--- config.mk ---
export PLATFORM = sky130hd
export DESIGN_NAME = dda_line_pixel_generator
export DESIGN_NICKNAME = d
export VERILOG_FILES = /design/src/rtl/dda_pkg.sv /design/src/rtl/dda_line_pixel_generator.sv
export SDC_FILE = /design/constraint.sdc
export NUM_CORES = 1
export LEC_CHECK = 0
export BUFFER_PORTS_ARGS = -buffer_cell sky130_fd_sc_hd__buf_2
export CAP_MARGIN = 30
export CORE_MARGIN = 2
export CORE_UTILIZATION = 60
export CTS_BUF_LIST = sky130_fd_sc_hd__clkbuf_4 sky130_fd_sc_hd__clkbuf_8
export CTS_CLUSTER_SIZE = 8
export DETAILED_ROUTE_END_ITERATION = 10
export PLACE_DENSITY = 0.79
export RECOVER_POWER = 100
export SYNTH_ARGS = -nofsm -noshare
export SYNTH_HDL_FRONTEND = slang
export SYNTH_SLANG_ARGS = --single-unit
export TNS_END_PERCENT = 10
--- constraint.sdc ---
create_clock -name clk -period 8.75 [get_ports clk]
set_input_delay 1.3125 -clock clk [delete_from_list [all_inputs] [get_ports clk]]
set_output_delay 1.3125 -clock clk [all_outputs]
set_load 0.01 [all_outputs]
--- src/rtl/dda_pkg.sv ---
// Shared types and command codes for the DDA line pixel generator.
package dda_pkg;

  // Command codes
  localparam logic CMD_LOAD    = 1'b0;
  localparam logic CMD_ADVANCE = 1'b1;

  // Incoming request word
  typedef struct packed {
    logic               command;
    logic signed [15:0] start_x;
    logic signed [15:0] start_y;
    logic signed [15:0] end_x;
    logic signed [15:0] end_y;
    logic [31:0]        line_color;
  } cmd_t;

  // Outgoing pixel word
  typedef struct packed {
    logic signed [15:0] pixel_x;
    logic signed [15:0] pixel_y;
    logic [31:0]        pixel_color;
    logic               pixel_valid;
    logic               last_pixel;
  } pixel_t;

endpackage

--- src/rtl/dda_line_pixel_generator.sv ---
// DDA line pixel generator: loads a line, then emits one exact pixel per advance request.
//
// A load request (command CMD_LOAD) latches both endpoints and the colour and gives no
// result; each advance request (CMD_ADVANCE) gives exactly one pixel word, the pixels
// running from the start point to the end point inclusive, max(|dx|,|dy|)+1 of them,
// with last_pixel set on the end point. An advance with no line in progress, including
// after the last pixel or after a zero-length load, returns a word with pixel_valid low
// and all other fields zero. The integer/remainder accumulators update in a single
// pass and the pixel lands in the output register, so the block sustains one request
// per clock while the downstream side keeps taking pixels. cmd_ready drops only while the
// output register holds a pixel that the downstream side has not yet taken. Only the low
// COORD_BITS bits of each coordinate are used, read as two's complement, and outputs
// are sign-extended from that width.
module dda_line_pixel_generator
  import dda_pkg::*;
#(
  parameter int COORD_BITS = 16
) (
  input  logic   clk,
  input  logic   rst,
  input  logic   cmd_valid,
  output logic   cmd_ready,
  input  cmd_t   cmd,
  output logic   pix_valid,
  input  logic   pix_ready,
  output pixel_t pix
);

  localparam int DW = COORD_BITS + 1;  // deltas and whole parts
  localparam int RW = COORD_BITS + 2;  // remainder sums and positions

  // Line state
  logic signed [COORD_BITS-1:0] origin_x, origin_y;
  logic signed [DW-1:0]         delta_x, delta_y;
  logic signed [DW-1:0]         whole_x, whole_y;
  logic [COORD_BITS-1:0]        rem_x, rem_y;
  logic [COORD_BITS-1:0]        step_total;
  logic [COORD_BITS-1:0]        pixel_index;
  logic                         line_active;
  logic [31:0]                  held_color;

  logic                         cmd_take;
  logic signed [COORD_BITS-1:0] ld_x0, ld_y0, ld_x1, ld_y1;
  logic signed [DW-1:0]         ld_dx, ld_dy, ld_ax, ld_ay;
  logic [COORD_BITS-1:0]        ld_step;
  logic signed [DW-1:0]         whole_x_next, whole_y_next;
  logic [COORD_BITS-1:0]        rem_x_next, rem_y_next;
  logic signed [RW-1:0]         pos_x, pos_y;
  logic                         is_last;
  pixel_t                       pix_next;

  // Step dx*i = whole*S + rem on to i+1; |delta| <= S keeps one correction enough
  function automatic void accum(
    input  logic signed [DW-1:0]         delta,
    input  logic signed [DW-1:0]         whole,
    input  logic [COORD_BITS-1:0]        rem,
    input  logic [COORD_BITS-1:0]        step,
    output logic signed [DW-1:0]         whole_n,
    output logic [COORD_BITS-1:0]        rem_n
  );
    logic signed [RW-1:0] sum;
    logic signed [RW-1:0] s;
    sum = RW'($signed({1'b0, rem})) + RW'(delta);
    s   = $signed({2'b00, step});
    if (sum >= s) begin
      sum     = sum - s;
      whole_n = whole + DW'(1);
    end else if (sum < 0) begin
      sum     = sum + s;
      whole_n = whole - DW'(1);
    end else begin
      whole_n = whole;
    end
    rem_n = sum[COORD_BITS-1:0];
  endfunction

  // Origin plus whole, nudged toward zero when a fraction is left over
  function automatic logic signed [RW-1:0] trunc_pos(
    input logic signed [COORD_BITS-1:0] org,
    input logic signed [DW-1:0]         whole,
    input logic [COORD_BITS-1:0]        rem
  );
    logic signed [RW-1:0] f;
    f = RW'(org) + RW'(whole);
    if (rem != '0 && f < 0) begin
      f = f + RW'(1);
    end
    return f;
  endfunction

  assign cmd_ready = !pix_valid || pix_ready;
  assign cmd_take  = cmd_valid && cmd_ready;

  // Load decode: deltas and step count
  always_comb begin
    ld_x0   = cmd.start_x[COORD_BITS-1:0];
    ld_y0   = cmd.start_y[COORD_BITS-1:0];
    ld_x1   = cmd.end_x[COORD_BITS-1:0];
    ld_y1   = cmd.end_y[COORD_BITS-1:0];
    ld_dx   = DW'(ld_x1) - DW'(ld_x0);
    ld_dy   = DW'(ld_y1) - DW'(ld_y0);
    ld_ax   = (ld_dx < 0) ? -ld_dx : ld_dx;
    ld_ay   = (ld_dy < 0) ? -ld_dy : ld_dy;
    ld_step = (ld_ax > ld_ay) ? ld_ax[COORD_BITS-1:0] : ld_ay[COORD_BITS-1:0];
  end

  // Advance: current pixel and next accumulator values
  always_comb begin
    accum(delta_x, whole_x, rem_x, step_total, whole_x_next, rem_x_next);
    accum(delta_y, whole_y, rem_y, step_total, whole_y_next, rem_y_next);
    pos_x    = trunc_pos(origin_x, whole_x, rem_x);
    pos_y    = trunc_pos(origin_y, whole_y, rem_y);
    is_last  = pixel_index >= step_total;
    pix_next = '0;
    if (line_active) begin
      pix_next.pixel_x     = 16'(pos_x);
      pix_next.pixel_y     = 16'(pos_y);
      pix_next.pixel_color = held_color;
      pix_next.pixel_valid = 1'b1;
      pix_next.last_pixel  = is_last;
    end
  end

  // Control state
  always_ff @(posedge clk) begin
    if (rst) begin
      line_active <= 1'b0;
      pix_valid   <= 1'b0;
    end else begin
      if (cmd_take && cmd.command == CMD_ADVANCE) begin
        pix_valid <= 1'b1;
      end else if (pix_ready) begin
        pix_valid <= 1'b0;
      end
      if (cmd_take) begin
        if (cmd.command == CMD_LOAD) begin
          line_active <= ld_step != '0;
        end else if (line_active && is_last) begin
          line_active <= 1'b0;
        end
      end
    end
  end

  // Line registers and output word
  always_ff @(posedge clk) begin
    if (cmd_take) begin
      if (cmd.command == CMD_LOAD) begin
        origin_x    <= ld_x0;
        origin_y    <= ld_y0;
        delta_x     <= ld_dx;
        delta_y     <= ld_dy;
        step_total  <= ld_step;
        pixel_index <= '0;
        whole_x     <= '0;
        whole_y     <= '0;
        rem_x       <= '0;
        rem_y       <= '0;
        held_color  <= cmd.line_color;
      end else begin
        pix <= pix_next;
        if (line_active && !is_last) begin
          whole_x     <= whole_x_next;
          whole_y     <= whole_y_next;
          rem_x       <= rem_x_next;
          rem_y       <= rem_y_next;
          pixel_index <= pixel_index + COORD_BITS'(1);
        end
      end
    end
  end

`ifndef NO_ASSERTIONS
  // An active line always has a non-zero step count
  a_active_step: assert property (@(posedge clk) disable iff (rst)
    line_active |-> step_total != '0)
    else $error("active line with zero step count");

  // Remainders stay below the step count and the index never passes it
  a_rem_range: assert property (@(posedge clk) disable iff (rst)
    line_active |-> (rem_x < step_total && rem_y < step_total && pixel_index <= step_total))
    else $error("accumulator out of range");

  // An advance with no line gives an invalid pixel word next cycle
  a_idle_advance: assert property (@(posedge clk) disable iff (rst)
    (cmd_take && cmd.command == CMD_ADVANCE && !line_active)
      |=> (pix_valid && !pix.pixel_valid && !pix.last_pixel))
    else $error("idle advance did not give an invalid pixel");

  // Final pixel ends the line
  a_last_idle: assert property (@(posedge clk) disable iff (rst)
    (cmd_take && cmd.command == CMD_ADVANCE && line_active && is_last) |=> !line_active)
    else $error("line still active after last pixel");
`endif

endmodule

# After elaboration in Yosys (flattened, before gate mapping)

Index checks and enable logic that the tools add are counted.

Add/subtract/negate cells: 19
$lt $le $gt $ge: 10
Eq/ne operators: 4
Muxes and demuxes: 23
Bitwise logic cells: 1
Reduce and logical (&&, ||, !) cells: 19

Operators with widths:

| cell                                                                          | number |
|---|---|
| 16-bit 2-to-1 mux                                                             | 10 |
| 17-bit 2-to-1 mux                                                             | 8 |
| 18-bit by 1-bit less-than comparator with 1-bit output, second input constant | 4 |
| 16-bit nonzero test                                                           | 3 |
| 16-bit by 17-bit adder with 18-bit output                                     | 2 |
| 17-bit by 17-bit adder with 18-bit output                                     | 2 |
| 18-bit by 17-bit >= comparator with 1-bit output                              | 2 |
| 17-bit by 2-bit adder with 17-bit output, second input constant               | 2 |
| 17-bit by 1-bit less-than comparator with 1-bit output, second input constant | 2 |
| 17-bit negation                                                               | 2 |
| 16-bit by 16-bit subtractor with 17-bit output                                | 2 |
| 17-bit by 2-bit subtractor with 17-bit output, second input constant          | 2 |
| 16-bit adder                                                                  | 2 |
| 16-bit by 2-bit adder with 16-bit output, second input constant               | 2 |
| 16-bit subtractor                                                             | 2 |
| 17-bit greater-than comparator                                                | 1 |
| 16-bit by 1-bit adder with 16-bit output, second input constant               | 1 |
| 16-bit >= comparator                                                          | 1 |
| 2-bit AND reduction                                                           | 4 |
| 1-bit logical AND                                                             | 6 |
| 3-bit by 1-bit inequality test with 1-bit output, second input constant       | 2 |
| 3-bit AND reduction                                                           | 2 |
| 1-bit 2-to-1 mux                                                              | 4 |
| 2-bit by 1-bit inequality test with 1-bit output, second input constant       | 2 |
| 5 further kinds                                                               | 6 |

Register bits: 264
Bits of input ports: 101
Output and inout port bits: 68
Logic and storage cells: 94

# Logic depth before layout (Yosys ltp)

Depth in word-level cells: 7
Gate-level depth with buffers: 34

# Least setup slack after synthesis

No wires, ideal clock.

Kind: input -> register
From: input pix_ready
To: register delta_x[0], enable pin
Library setup time: 589 ps
Data arrival time: 6392 ps
Path slack: 1768 ps
Stages on the path: 3
Path through: nand2b_1 nand2_1 nor2_1

Longest elaborated chain between the ends: 3

Ends and longest elaborated chain:

| element                       | line                            | text |
|---|---|---|
| start: declaration            | dda_line_pixel_generator.sv:25  | `input logic pix_ready,` |
| 1-bit logical OR              | dda_line_pixel_generator.sv:91  | `assign cmd_ready = !pix_valid \|\| pix_ready;` |
| 1-bit logical AND             | dda_line_pixel_generator.sv:92  | `assign cmd_take = cmd_valid && cmd_ready;` |
| 2-bit AND reduction (no line) | -                               |  |
| end signal: assignment        | dda_line_pixel_generator.sv:151 | `delta_x <= ld_dx;` |
| end: declaration              | dda_line_pixel_generator.sv:34  | `logic signed [DW-1:0] delta_x, delta_y;` |

No other way between the ends.
A chain may end at the register's enable or synchronous reset.

# Final worst setup path

From: register rem_x[0]
To: register whole_x[15], data pin

Longest elaborated chain between the ends: 4

Ends and longest elaborated chain:

| element                                          | line                            | text |
|---|---|---|
| start: declaration                               | dda_line_pixel_generator.sv:36  | `logic [COORD_BITS-1:0] rem_x, rem_y;` |
| start signal: assignment                         | dda_line_pixel_generator.sv:165 | `rem_x <= rem_x_next;` |
| 17-bit by 17-bit adder with 18-bit output        | dda_line_pixel_generator.sv:63  | `sum = RW'($signed({1'b0, rem})) + RW'(delta);` |
| 18-bit by 17-bit >= comparator with 1-bit output | dda_line_pixel_generator.sv:65  | `if (sum >= s) begin` |
| 17-bit 2-to-1 mux                                | dda_line_pixel_generator.sv:65  |  |
| 17-bit 2-to-1 mux                                | dda_line_pixel_generator.sv:162 | `if (line_active && !is_last) begin` |
| end signal: assignment                           | dda_line_pixel_generator.sv:163 | `whole_x <= whole_x_next;` |
| end: declaration                                 | dda_line_pixel_generator.sv:35  | `logic signed [DW-1:0] whole_x, whole_y;` |

No other way between the ends. The select of a mux whose other input is x is not followed.

==> metrics.md <==
| Metric | Value |
|---|---|
| RSZ-0062 raised after global routing | `no` |
| Synth Area in Compound Gates | `18.22%` |
| Starting density of the core | `61.33%` |
| Slew @ Worst Pin | `3.712 ns` |
| Avg Inst Size Synth | `9.776 µm²` |
| Largest family of logic cells by synthesized area | `compound AO/OA/AOI/OAI gates` |
| Max transition margin | `-147.4%` |
| RD Place Congestion | `0.9510` |
| Critical Path AT | `8.35 ns` |
| Simple-gate portion of the synthesized area | `16.18%` |
| TritonCTS clock tree | `done` |
| Fmax | `125.1 MHz` |
| DR vias | `17140` |
| Dpl hpwl | `41410 µm` |
| Die Wd | `189.6 µm` |
| Worst-skew pair later-pin latency | `0.62 ns` |
| Setup TNS | `0 ns` |
| Worst hold slack | `0.5129 ns` |
| Final Util | `67.15%` |
| Die area | `35950 µm²` |
| XOR/XNOR Fraction of Synth Area | `7.610%` |
| Slowest Stage Delay on Critical Path | `0.52 ns` |
| Worst min path class | `reg2reg` |
| Htree depth | `2` |
| Number of global-route vias before repair | `16610` |
| CP max stage cell | `or4_1` |
| Wire per inst | `19.50 µm` |
| Mux contribution to synthesized area | `0.5872%` |
| Clock Skew | `0.04311 ns` |
| Max Root-Sink Buffers | `3` |
| Final Hold Violating Endpoints | `0` |
| Nets | `2639` |
| Routed wire length | `54220 µm` |
| Async SR Flop Fraction | `0%` |
| IO buf count | `168` |
| Top cell type's share of synthesized area | `38.07%` |
| Tcrit/Tclk final | `91.37%` |
| Max_cap viols | `7` |
| Worst Setup End Kind | `flop` |
| Grt ovf | `0` |
| Flops & latches, synth | `264` |
| GRT Total Usage | `30.23%` |
| TritonRoute pass-1 iters | `6` |
| Post_cts resized | `0` |
| EDFF count, synth | `262` |
| Core area | `33700 µm²` |
| Crit-path most repeated cell | `o21ai_0` |
| Antenna violations before repair | `4` |
| CTS buffer count | `47` |
| Worst Path Required | `9.10 ns` |
| Drt drc | `0` |
| Final slew viol count | `370` |
| Sequential fraction of the synthesis area | `38.26%` |
| Ratio of cells with drive above 1 in the final layout | `8.076%` |
| Worst-path clk slew | `0.06 ns` |
| Violated checks | `max-capacitance violations, max-slew violations` |
| Post-synth cell types | `97` |
| Ys Warns | `0` |
| Layout area overhead | `9.487%` |
| First-pass GRT wire length | `86280 µm` |
| Yosys top cell by area | `edfxtp_1` |
| Startpoint Class | `flop` |
| Drt initial violations | `1402` |
| Routed Antenna Nets | `0` |
| Post-synthesis cell count | `2114` |
| Crit Path Class | `reg2reg` |
| Post-Synth Adder-Cell Area | `15.09%` |
| Pin count of the biggest net entering global routing | `70` |
| Most used DFF post-synth | `edfxtp_1` |
| Setup Buffers After CTS | `0` |
| Die height | `189.6 µm` |
| Root cell of the clock tree | `clkbuf_8` |
| Status | `complete, but fails checks` |
| Clk sinks | `264` |
| Crit Path Max Fanout | `17` |
| Synth Net Count | `2457` |
| Fillers | `2704` |
| Via density | `6.167` |
| Synth area leaders | `edfxtp_1 38%, ha_1 14%, xnor2_1 4.9%, nor2_1 3.9%, a21oi_1 3.6%` |
| PnR worst setup slack | `0.7550 ns` |
| IO Count | `169` |
| CTS Hold Bufs | `0` |
| Dpl ws | `1.113 ns` |
| Finish-stage setup viols | `0` |
| Leakage | `0.009101 µW` |
| Std cell rows | `67` |
| Post-synthesis cell area | `20670 µm²` |
| Fin crit period | `7.995 ns` |
| Max IR drop VDD | `309.2 µV` |
| Pwr Density | `351.5 nW/µm²` |
-- cells in the final DEF, fill, tap and decap left out, drive strengths merged, types with 20 or more instances in the layout --
| cell type | netlist | routed |
|---|---|---|
| o21ai | 94 | 94 |
| xor2 | 60 | 60 |
| nand2b | 23 | 23 |
| nor2 | 214 | 214 |
| edfxtp | 262 | 262 |
| nand3 | 47 | 47 |
| or3 | 21 | 21 |
| nand2 | 88 | 88 |
| buf | 17 | 78 |
| nor3 | 51 | 51 |
| nor4 | 22 | 22 |
| ha | 230 | 230 |
| a21o | 43 | 43 |
| clkbuf | 35 | 171 |
| o21bai | 20 | 20 |
| nor2b | 37 | 37 |
| a21oi | 148 | 148 |
| and2 | 74 | 74 |
| nand4 | 23 | 23 |
| xnor2 | 117 | 117 |
| o21a | 24 | 24 |
| a211oi | 26 | 26 |
| inv | 161 | 162 |
-- where the power goes --
part / total [µW] / internal, µW / switching (µW)
clock: 1110 / 583 / 526
combinational: 5000 / 2000 / 3000
sequential: 1850 / 1710 / 135
total: 7950 / 4290 / 3660
-- cell families after synthesis --
family | Yosys count
buf+inv | 214
flops | 264
fa+ha+maj | 242
xor+xnor | 177
simple gates | 660
compound gates | 545
mux | 12
-- critical path, delay by kind of cell, from the launching register on --
family          cells  cell delay, ns
compound gates     18            4.29
simple gates        6            1.42
buf+inv             2            0.35
mux                 1            0.17
flops               1            0.39
fa+ha+maj           4            1.13
-- flip-flops by register name, summed over array words and instances, names as in the netlist --
signal	cells
pix	66
held_color	32
delta_x	17
delta_y	17
whole_x	17
whole_y	17
origin_x	16
origin_y	16
pixel_index	16
rem_x	16
rem_y	16
step_total	16
line_active	1
pix_valid	1
-- synthesized netlist by cell type (24+ instances only) --
cell type  instances
o21ai_0           88
inv_1            158
o21a_1            24
clkbuf_1          35
nor2b_1           37
nand2_1           87
nand3_1           47
and2_1            73
a21o_1            42
ha_1             230
xor2_1            59
a21oi_1          148
xnor2_1          115
edfxtp_1         262
nor2_1           214
a211oi_1          26
nor3_1            48
-- final timing paths --
kind	start	slack, ns	cells after the start	endpoint
worst min register to register	held_color[30]	0.51	1	pix[32]
worst min-delay path	held_color[30]	0.51	1	pix[32]
worst max register to register	rem_x[0]	0.75	31	whole_x[15]
worst max-delay path	rem_x[0]	0.75	31	whole_x[15]
-- per-stage QoR --
stage	area (µm²)	total power (µW)	instances
2_1_floorplan	20670	5618	2114
3_3_place_gp	22000	6597	2695
3_5_place_dp	22000	6754	2695
4_1_cts	22880	7900	2776
5_1_grt	22630	8578	2780
6_report	22630	7953	2780
-- area by class of cell --
class,instances,area (µm²),area share (%)
antenna,4,10.01,0.04424
clock buffer,64,787.0,3.478
clock inverter,17,92.59,0.4092
inverter,162,610.6,2.698
multi-input combinational,1636,11850,52.39
sequential,264,7909,34.95
tap,448,560.5,2.477
timing repair buffer,185,804.5,3.555
-- metal layers --
metal  track usage, %  vias to the layer above  wire length, µm
li1                 -                     8207                -
met4            11.75                        0             2054
met3            4.519                      129             3657
met5                0                        -                0
met2            50.87                      702            25720
met1            39.51                     8105            22790
Note: power is estimated with default switching activity, not from simulation.
